[src/hdl/hbmm_pkg.sv]
`timescale 1ns / 1ps
// ----------------------------------------------------------------------------
// hbmm_pkg
// Types and constants shared by the hat basis mass matrix entry block.
// ----------------------------------------------------------------------------
package hbmm_pkg;

  localparam int LEVEL_W    = 4;
  localparam int INDEX_W    = 15;
  localparam int MANT_W     = 32;
  localparam int EXP_W      = 8;
  localparam int THIRDS_W   = 5;

  // levels above this are clamped
  localparam int LEVEL_MAX  = 15;

  localparam int IN_DATA_W  = 40;
  localparam int OUT_DATA_W = 48;

  localparam logic [MANT_W-1:0]   Q_ONE      = 32'h8000_0000;
  localparam logic [EXP_W-1:0]    EXP_SAT    = 8'd255;
  localparam logic [THIRDS_W-1:0] THIRDS_SAT = 5'd31;

  typedef logic [LEVEL_W-1:0] level_t;
  typedef logic [INDEX_W-1:0] index_t;

  // one dimension as it arrives
  typedef struct packed {
    level_t level_a;
    index_t index_a;
    level_t level_b;
    index_t index_b;
    logic   last_dim;
  } item_t;

  // per-dimension factor handed from the factor stage to the accumulator
  typedef struct packed {
    logic              zero;    // dimension forces the entry to zero
    logic              same;    // identical functions: one more 2/3 factor
    level_t            level;   // finer level, added to the exponent
    logic [MANT_W-1:0] factor;  // Q1.31 overlap factor
    logic              last;
  } factor_t;

endpackage

[src/hdl/hat_basis_mass_matrix_entry.sv]
`timescale 1ns / 1ps
// ----------------------------------------------------------------------------
// hat_basis_mass_matrix_entry
// L2 inner product of two hierarchical hat functions, one dimension per beat.
// ----------------------------------------------------------------------------
// Each input beat carries the level and index of both hat functions in one
// dimension; tlast marks the final dimension, on which one result beat leaves
// and the running product restarts. The entry equals
// mantissa * 2^-31 * 2^-exponent * (2/3)^thirds, or exactly zero when tuser
// is set. The block takes one dimension per clock: a beat passes the factor
// register (overlap test and Q1.31 factor) and then the accumulator (one
// 32x32 multiply into the running product), which on a last beat loads the
// output register. Only a last beat waits on a full output register, and so
// stalls the input; other beats keep flowing while a result is pending.
// ----------------------------------------------------------------------------
module hat_basis_mass_matrix_entry (
  input  logic        clk,
  input  logic        rst,
  input  logic        s_tvalid,
  output logic        s_tready,
  // level_a[3:0], index_a[18:4], level_b[22:19], index_b[37:23], zero fill
  input  logic [hbmm_pkg::IN_DATA_W-1:0]  s_tdata,
  input  logic        s_tlast,   // last_dim
  output logic        m_tvalid,
  input  logic        m_tready,
  // entry_mantissa[31:0], entry_exponent[39:32], thirds_count[44:40], zero fill
  output logic [hbmm_pkg::OUT_DATA_W-1:0] m_tdata,
  output logic        m_tuser    // entry_zero
);
  import hbmm_pkg::*;

  item_t               item;
  factor_t             fac;
  logic                fac_valid;
  logic                fac_take;
  logic                out_zero;
  logic [MANT_W-1:0]   out_mantissa;
  logic [EXP_W-1:0]    out_exponent;
  logic [THIRDS_W-1:0] out_thirds;

  // unpack the input beat
  assign item.level_a  = s_tdata[3:0];
  assign item.index_a  = s_tdata[18:4];
  assign item.level_b  = s_tdata[22:19];
  assign item.index_b  = s_tdata[37:23];
  assign item.last_dim = s_tlast;

  hbmm_factor u_factor (
    .clk       (clk),
    .rst       (rst),
    .in_valid  (s_tvalid),
    .in_ready  (s_tready),
    .in_item   (item),
    .fac_valid (fac_valid),
    .fac_take  (fac_take),
    .fac       (fac)
  );

  hbmm_accum u_accum (
    .clk          (clk),
    .rst          (rst),
    .fac_valid    (fac_valid),
    .fac_take     (fac_take),
    .fac          (fac),
    .out_valid    (m_tvalid),
    .out_ready    (m_tready),
    .out_zero     (out_zero),
    .out_mantissa (out_mantissa),
    .out_exponent (out_exponent),
    .out_thirds   (out_thirds)
  );

  // pack the result beat
  assign m_tuser = out_zero;
  assign m_tdata = {3'b000, out_thirds, out_exponent, out_mantissa};

endmodule

[src/hdl/hbmm_factor.sv]
`timescale 1ns / 1ps
// ----------------------------------------------------------------------------
// hbmm_factor
// Computes the overlap factor of one dimension and registers it.
// ----------------------------------------------------------------------------
module hbmm_factor (
  input  logic            clk,
  input  logic            rst,
  input  logic            in_valid,
  output logic            in_ready,
  input  hbmm_pkg::item_t in_item,
  output logic            fac_valid,
  input  logic            fac_take,
  output hbmm_pkg::factor_t fac
);
  import hbmm_pkg::*;

  level_t            la;
  level_t            lb;
  level_t            lf;
  level_t            shift;
  index_t            xf;
  index_t            xc;
  logic signed [31:0] m;
  logic [31:0]       am;
  logic [31:0]       span;
  logic [31:0]       coarse_pos;
  logic [4:0]        q_shift;
  factor_t           fac_next;

  assign in_ready = !fac_valid || fac_take;

  // factor of one dimension
  always_comb begin
    la = (in_item.level_a > level_t'(LEVEL_MAX)) ? level_t'(LEVEL_MAX) : in_item.level_a;
    lb = (in_item.level_b > level_t'(LEVEL_MAX)) ? level_t'(LEVEL_MAX) : in_item.level_b;
    if (la > lb) begin
      lf    = la;
      shift = la - lb;
      xf    = in_item.index_a;
      xc    = in_item.index_b;
    end else begin
      lf    = lb;
      shift = lb - la;
      xf    = in_item.index_b;
      xc    = in_item.index_a;
    end
    // offset of the fine centre from the coarse centre, on the fine grid
    coarse_pos = 32'(xc) << shift;
    m          = $signed(32'(xf)) - $signed(coarse_pos);
    am         = m[31] ? 32'(-m) : 32'(m);
    span       = 32'd1 << shift;
    q_shift    = 5'd31 - {1'b0, shift};

    fac_next.last  = in_item.last_dim;
    fac_next.level = lf;
    if (la == lb) begin
      fac_next.same   = (in_item.index_a == in_item.index_b);
      fac_next.zero   = (in_item.index_a != in_item.index_b);
      fac_next.factor = Q_ONE;
    end else begin
      fac_next.same   = 1'b0;
      // touching at an end counts as disjoint
      fac_next.zero   = (am > span);
      fac_next.factor = (am >= span) ? '0 : ((span - am) << q_shift);
    end
  end

  // factor register
  always_ff @(posedge clk) begin
    if (rst) begin
      fac_valid <= 1'b0;
    end else if (in_ready) begin
      fac_valid <= in_valid;
    end
  end

  always_ff @(posedge clk) begin
    if (in_valid && in_ready) begin
      fac <= fac_next;
    end
  end

endmodule

[src/hdl/hbmm_accum.sv]
`timescale 1ns / 1ps
// ----------------------------------------------------------------------------
// hbmm_accum
// Multiplies factors into the running entry and emits it on the last dimension.
// ----------------------------------------------------------------------------
module hbmm_accum (
  input  logic              clk,
  input  logic              rst,
  input  logic              fac_valid,
  output logic              fac_take,
  input  hbmm_pkg::factor_t fac,
  output logic              out_valid,
  input  logic              out_ready,
  output logic              out_zero,
  output logic [hbmm_pkg::MANT_W-1:0]   out_mantissa,
  output logic [hbmm_pkg::EXP_W-1:0]    out_exponent,
  output logic [hbmm_pkg::THIRDS_W-1:0] out_thirds
);
  import hbmm_pkg::*;

  logic [MANT_W-1:0]   run_mantissa;
  logic [EXP_W-1:0]    run_exponent;
  logic [THIRDS_W-1:0] run_thirds;
  logic                run_zero;

  logic [MANT_W-1:0]   run_mantissa_next;
  logic [EXP_W-1:0]    run_exponent_next;
  logic [THIRDS_W-1:0] run_thirds_next;
  logic                run_zero_next;
  logic [63:0]         product;
  logic [EXP_W:0]      exp_sum;
  logic                emit;

  // a non-last beat never waits; a last one waits for the output register
  assign fac_take = fac_valid && (!fac.last || !out_valid || out_ready);
  assign emit     = fac_take && fac.last;

  // fold one dimension into the running entry
  always_comb begin
    product           = 64'(run_mantissa) * 64'(fac.factor);
    exp_sum           = {1'b0, run_exponent} + (EXP_W+1)'(fac.level);
    run_mantissa_next = run_mantissa;
    run_exponent_next = run_exponent;
    run_thirds_next   = run_thirds;
    run_zero_next     = run_zero;
    if (!run_zero) begin
      if (fac.zero) begin
        run_zero_next = 1'b1;
      end else begin
        run_mantissa_next = product[62:31];
        run_exponent_next = (exp_sum > (EXP_W+1)'(EXP_SAT)) ? EXP_SAT : exp_sum[EXP_W-1:0];
        if (fac.same && (run_thirds < THIRDS_SAT)) begin
          run_thirds_next = run_thirds + THIRDS_W'(1);
        end
      end
    end
  end

  // running entry
  always_ff @(posedge clk) begin
    if (rst) begin
      run_mantissa <= Q_ONE;
      run_exponent <= '0;
      run_thirds   <= '0;
      run_zero     <= 1'b0;
    end else if (emit) begin
      run_mantissa <= Q_ONE;
      run_exponent <= '0;
      run_thirds   <= '0;
      run_zero     <= 1'b0;
    end else if (fac_take) begin
      run_mantissa <= run_mantissa_next;
      run_exponent <= run_exponent_next;
      run_thirds   <= run_thirds_next;
      run_zero     <= run_zero_next;
    end
  end

  // output register
  always_ff @(posedge clk) begin
    if (rst) begin
      out_valid <= 1'b0;
    end else if (emit) begin
      out_valid <= 1'b1;
    end else if (out_ready) begin
      out_valid <= 1'b0;
    end
  end

  always_ff @(posedge clk) begin
    if (emit) begin
      out_zero     <= run_zero_next;
      out_mantissa <= run_zero_next ? '0 : run_mantissa_next;
      out_exponent <= run_zero_next ? '0 : run_exponent_next;
      out_thirds   <= run_zero_next ? '0 : run_thirds_next;
    end
  end

endmodule

[config.mk]
export PLATFORM = sky130hd
export DESIGN_NAME = hat_basis_mass_matrix_entry
export DESIGN_NICKNAME = d
export VERILOG_FILES = /design/src/hdl/hbmm_pkg.sv /design/src/hdl/hat_basis_mass_matrix_entry.sv /design/src/hdl/hbmm_factor.sv /design/src/hdl/hbmm_accum.sv
export SDC_FILE = /design/constraint.sdc
export NUM_CORES = 2
export LEC_CHECK = 0
export ABC_CLOCK_PERIOD_IN_PS = 11600
export BUFFER_PORTS_ARGS = -buffer_cell sky130_fd_sc_hd__buf_2
export CORE_UTILIZATION = 46
export DETAILED_ROUTE_END_ITERATION = 6
export PLACE_DENSITY = 0.6
export SLEW_MARGIN = 25
export SYNTH_ARGS = -nofsm -noshare
export SYNTH_HDL_FRONTEND = slang
export SYNTH_SLANG_ARGS = --single-unit
export TNS_END_PERCENT = 1
[constraint.sdc]
create_clock -name clk -period 11.6 [get_ports clk]
set_input_delay 1.16 -clock clk [delete_from_list [all_inputs] [get_ports clk]]
set_output_delay 1.16 -clock clk [all_outputs]
set_load 0.02 [all_outputs]
Word level (Yosys, flattened, before mapping) --
Index checks and enable logic that the tools add are counted.
Word-level totals: word-level logic and storage cells 72, bits of input ports 45, flip-flop bits (word level) 133
Operators by class: order comparisons 7, shifts and indexed selects 3, multipliers 1, equal/unequal tests 3, reductions and logical operators 13, mux-type cells 21, $add $sub $neg 8
Operator list (number):
- 32-bit two-way mux | 4
- 32-bit by 32-bit multiplier with 63-bit output | 1
- 32-bit >= comparator | 1
- 32-bit greater-than comparator | 1
- 32-bit negator | 1
- 1-bit by 4-bit << shifter with 32-bit output (first input constant) | 1
- 15-bit by 4-bit << shifter with 32-bit output | 1
- 32-bit by 5-bit << shifter with 32-bit output | 1
- 16-bit by 32-bit subtractor with 32-bit output | 1
- 32-bit subtractor | 1
- 15-bit two-way mux | 2
- 8-bit two-way mux | 3
- 4-bit two-way mux | 4
- 15-bit == test | 1
- 5-bit two-way mux | 3
- 15-bit != test | 1
- 8-bit by 4-bit adder with 9-bit output | 1
- 9-bit by 8-bit greater-than comparator with 1-bit output (second input constant) | 1
- 4-bit greater-than comparator (second input constant) | 2
- 4-bit subtractor | 2
- 5-bit by 1-bit adder with 5-bit output (second input constant) | 1
- 5-bit less-than comparator (second input constant) | 1
- 5-bit by 4-bit subtractor with 5-bit output (first input constant) | 1
- 4-bit == test | 1
- other kinds (8) | 19

Longest topological paths before layout --
word-level depth 11, mapped depth 44

Modules after synthesis --
Synthesis repeated with hierarchy kept, for this count alone.
Second synthesis, totals: cells, all modules 4882, area total of the unflattened synthesis 43213.9 um^2
By module, submodules not included:
- hbmm_accum | cells an instance 3998, instances 1, area each 36578.8 um^2
- hbmm_factor | cells an instance 880, instances 1, area each 6608.8 um^2
- hat_basis_mass_matrix_entry | cells an instance 4, instances 1, area each 26.3 um^2

Worst setup path after synthesis --
Ideal clock, no wire load.
path type input -> register, from input s_tdata[0] (netlist name), to register u_factor.fac[21] (netlist name), arrival time 9.168 ns, buffers on the path 6, stages on the path 43, setup slack 2.161 ns, path through inv_1 > ha_1 > inv_1 > fa_1 > and3_4 > o21ai_4 > buf_6 > buf_2 > mux2i_1 > clkbuf_1 > nand2_1 > nor2_1 > nor2_1 > a21oi_1 > a21oi_1 > ha_1 > o21ai_0 > a21boi_0 > (+7 left out) > mux2i_1 > fa_1 > a21o_1 > a21oi_1 > nor2b_1 > o21a_1 > o41ai_1 > o21ai_0 > a221oi_1 > nor2_1 > and3_1 > o31ai_1 > a211oi_2 > nand4_1 > or3_1 > buf_2 > buf_6 > nor3_2
Between the ends: longest elaborated chain between the ends 10
RTL lines:
- from (decl) | RTL line hat_basis_mass_matrix_entry.sv:22 | input logic [hbmm_pkg::IN_DATA_W-1:0] s_tdata,
- 4-bit greater-than comparator | RTL line hbmm_factor.sv:35 | la = (in_item.level_a > level_t'(LEVEL_MAX)) ? level_t'(LEVEL_MAX) : in_item.level_a;
- 4-bit two-way mux * | RTL line hbmm_factor.sv:35
- 4-bit subtractor, or another cell as far along | RTL line hbmm_factor.sv:44 | shift = lb - la;
- 4-bit two-way mux / 15-bit two-way mux (equally long branches) | RTL line hbmm_factor.sv:37 | if (la > lb) begin
- 15-bit by 4-bit << shifter with 32-bit output | RTL line hbmm_factor.sv:49 | coarse_pos = 32'(xc) << shift;
- 16-bit by 32-bit subtractor with 32-bit output | RTL line hbmm_factor.sv:50 | m = $signed(32'(xf)) - $signed(coarse_pos);
- 32-bit negator | RTL line hbmm_factor.sv:51 | am = m[31] ? 32'(-m) : 32'(m);
- 32-bit two-way mux | RTL line hbmm_factor.sv:51
- 32-bit subtractor / 32-bit >= comparator (equally long branches) | RTL line hbmm_factor.sv:65 | fac_next.factor = (am >= span) ? '0 : ((span - am) << q_shift);
- 32-bit by 5-bit << shifter with 32-bit output / 2-bit OR reduction (equally long branches)
Every way passes the cells marked *; elsewhere a longest branch is shown, timed or not. A chain may end at the register's enable or synchronous reset.

Final worst setup path --
from input s_tdata[0] (netlist name), to register u_factor.fac[32] (netlist name)
Between the ends: longest elaborated chain between the ends 11
RTL lines (RTL line):
- 4-bit greater-than comparator | hbmm_factor.sv:35
- 4-bit two-way mux * | hbmm_factor.sv:35
- 4-bit subtractor, or another cell as far along | hbmm_factor.sv:44
- 4-bit two-way mux / 15-bit two-way mux (equally long branches) | hbmm_factor.sv:37
- 15-bit by 4-bit << shifter with 32-bit output | hbmm_factor.sv:49
- 16-bit by 32-bit subtractor with 32-bit output | hbmm_factor.sv:50
- 32-bit negator | hbmm_factor.sv:51
- 32-bit two-way mux | hbmm_factor.sv:51
- 32-bit subtractor | hbmm_factor.sv:65
- 32-bit by 5-bit << shifter with 32-bit output | hbmm_factor.sv:65
- 32-bit two-way mux | hbmm_factor.sv:65
Marks and branches as above.

==> metrics <==
final slew viol count 0; R2R setup slack 1510 ps; Min Hold Slack 472 ps; PortBufs 90; # nets final 3904; Final Instance Area 29000 sq um; clk buf depth 2; CP required 11770 ps; die width 245 um; CP Max Fanout 20; clk root buf clkbuf_16; Peak VDD IR 0.121 mV; Placed Area 28300 sq um; element type at the critical path start input pin; CTS resizes 0; Reg power frac 18.1%; unrepaired setup endpoints after global routing no; Routed Antenna Nets 0; routability cong. 0.911; Remaining Overflow, GRT 0; NetSw 1170 uW; final hold violations 0; critical path class input pin to flop; Synth area leaders fa_1, ha_1, edfxtp_1, nand2_1, inv_1; initial DRC count 1442; max_cap viols 0; Synth Flop Type edfxtp_1; Worst Hold Path EP u_accum.run_zero$_SDFFE_PP0P_; Worst Max-Slew Pin Slew 1050 ps; Comb pwr share 58.6%; Seq cells post-synth 117; CTS tree yes; vias after detailed routing 21700; R2R cell count 27; CTS hold repair buffers 0; Initial Util 46.7%; post-layout util 49.9%; CTS buffer count 17; Via density 5.54; count leader, synth nand2_1; FFs w/ async S/R, synth 0%; Distinct cells, synth 98; DP HPWL 58300 um; hold depth 2; row count 88; H-Tree Depth 4; Reg clk slew, reported paths 60 ps; min cycle time layout 10100 ps; critical path endpoint category flop; R2R Path End u_accum.out_mantissa[31]$_SDFFCE_PP0P_; io pins 96; Post-synth top cells nand2_1, inv_1, fa_1, ha_1, nor2_1; clock share of power 23.3%; cell taking the most area after synthesis fa_1; DIE HEIGHT 245 um; initial antenna violation count 1; Seq/Total Area, Yosys 11.2%; # Post-CTS Setup Buffers 0; detailed-route DRC error count 0; area share of the largest cell type after synthesis 31.1%; Worst Skew 21.4 ps; worst min-delay path class flop to flop; FMAX 0.0990 GHz; number of global-route vias before repair 22400; Post-Syn Instances 3129; CP Data Arrival Time 10280 ps; CP max-delay cell fa_1; CTS Sinks 117; # setup viols final 0; slowest stage delay, CP 1180 ps; Slew Limit Headroom 30.2%; largest net degree at the start of global routing 53; final wirelength 74600 um; TNS Setup 0 ps; Final Cycle Share 87.1%; Core Area 58000 sq um; full die area 59900 sq um; WL/cell 19.0 um; reg-to-reg startpoint u_factor.fac[27]$_SDFFCE_PP0P_; leakage power 0.0136 uW; Cell Pwr Density 88.3 nW/um^2; status finished, final reports clean; Post-synth EDFFs 69; fillers 5421; First-pass DRT Iterations 6; synth warn 0; layout cells sized above 1 8.17%; Mapped Area 27100 sq um; first-pass GRT wire length 122000 um; worst skew pair latency 460 ps; worst hold start u_accum.run_zero$_SDFFE_PP0P_; cell internal power dissipation 1390 uW; Synth Area per Inst 8.67 sq um; GRT Util Overall 25.9%; Area growth, synth to finish 6.80%; sw frac 45.8%
==> sequential cells by signal, summed over array words and instances, names as in the netlist <==
name and cells:
u_accum.out_exponent 8, u_accum.out_mantissa 32, u_accum.out_thirds 5, u_accum.out_valid 1, u_accum.out_zero 1, u_accum.run_exponent 8
u_accum.run_mantissa 32, u_accum.run_thirds 5, u_accum.run_zero 1, u_factor.fac 23, u_factor.fac_valid 1
==> power by group through the flow <==
stage / combinational (uW) / clock, uW / sequential, uW
3_3_place_gp: 1450 / 0 / 472
5_1_grt: 1650 / 618 / 465
2_1_floorplan: 1120 / 0 / 468
4_1_cts: 1470 / 605 / 464
6_report: 1500 / 595 / 464
3_5_place_dp: 1460 / 0 / 472
==> placed cells by master (no fill, tap or decap), types with 36 or more instances in the layout <==
cell type	count
nand2_1	528
inv_1	474
fa_1	420
ha_1	294
nor2_1	187
and2_1	170
a21oi_1	111
buf_2	90
edfxtp_1	69
mux2i_1	66
o21ai_0	63
xnor2_1	63
buf_4	53
dfxtp_1	48
nand3_1	40
xor2_1	39
nor3_1	36
==> per-stage QoR <==
step	power (uW)	worst slack [ps]	instances
floorplan	1590	2160	3131
global placement	1920	1260	3890
detailed placement	1940	1220	3890
CTS	2540	1440	3922
global route	2730	762	3922
finish	2560	1500	3923
==> how the worst max path moves through the flow <==
stage / startpoint / end / slack (ps)
4_1_cts: u_factor.fac[26]$_SDFFCE_PP0P_ / u_accum.out_mantissa[31]$_SDFFCE_PP0P_ / 1440
3_5_place_dp: s_tdata[19] / u_factor.fac[32]$_SDFFCE_PP1P_ / 1220
3_3_place_gp: s_tdata[19] / u_factor.fac[32]$_SDFFCE_PP1P_ / 1260
2_1_floorplan: s_tdata[0] / u_factor.fac[21]$_SDFFCE_PP0P_ / 2160
6_report: s_tdata[0] / u_factor.fac[32]$_SDFFCE_PP1P_ / 1500
5_1_grt: s_tdata[0] / u_factor.fac[32]$_SDFFCE_PP1P_ / 760
==> cell families after synthesis <==
family          Yosys count  share of synthesized area (%)
buf+inv                 624                           8.97
flops                   117                           11.2
other cells               1                         0.0138
simple gates           1098                           18.7
xor+xnor                102                           3.29
fa+ha+maj               715                           44.6
compound gates          373                           9.26
mux                      99                           3.99
==> critical path: cells and delay by family <==
family                     cells  cell delay (ps)
muxes                          3              710
buffers and inverters          3              210
adders and majority gates      4             2260
and+or+nand+nor               14             2930
AOI/OAI and AO/OA             12             2980
==> metal layers <==
layer | GRT usage [%] | up-vias | wire, um
met3 | 3.06 | 86 | 4670
li1 | - | 10100 | -
met2 | 41.6 | 708 | 34500
met4 | 7.65 | 0 | 1720
met1 | 36.4 | 10800 | 33700
met5 | 0 | - | 0
==> layout make-up <==
class,instances,area (sq um),share of cell area (%)
clock buffers,19,443,1.53
well taps,765,957,3.30
inverters,475,1780,6.15
flip-flops and latches,117,3030,10.5
diodes,1,2.50,0.00864
repair buffers,143,848,2.93
multi-input cells,2390,21700,74.9
clock inverters,13,205,0.708
Power figures use the tool's default switching activity.
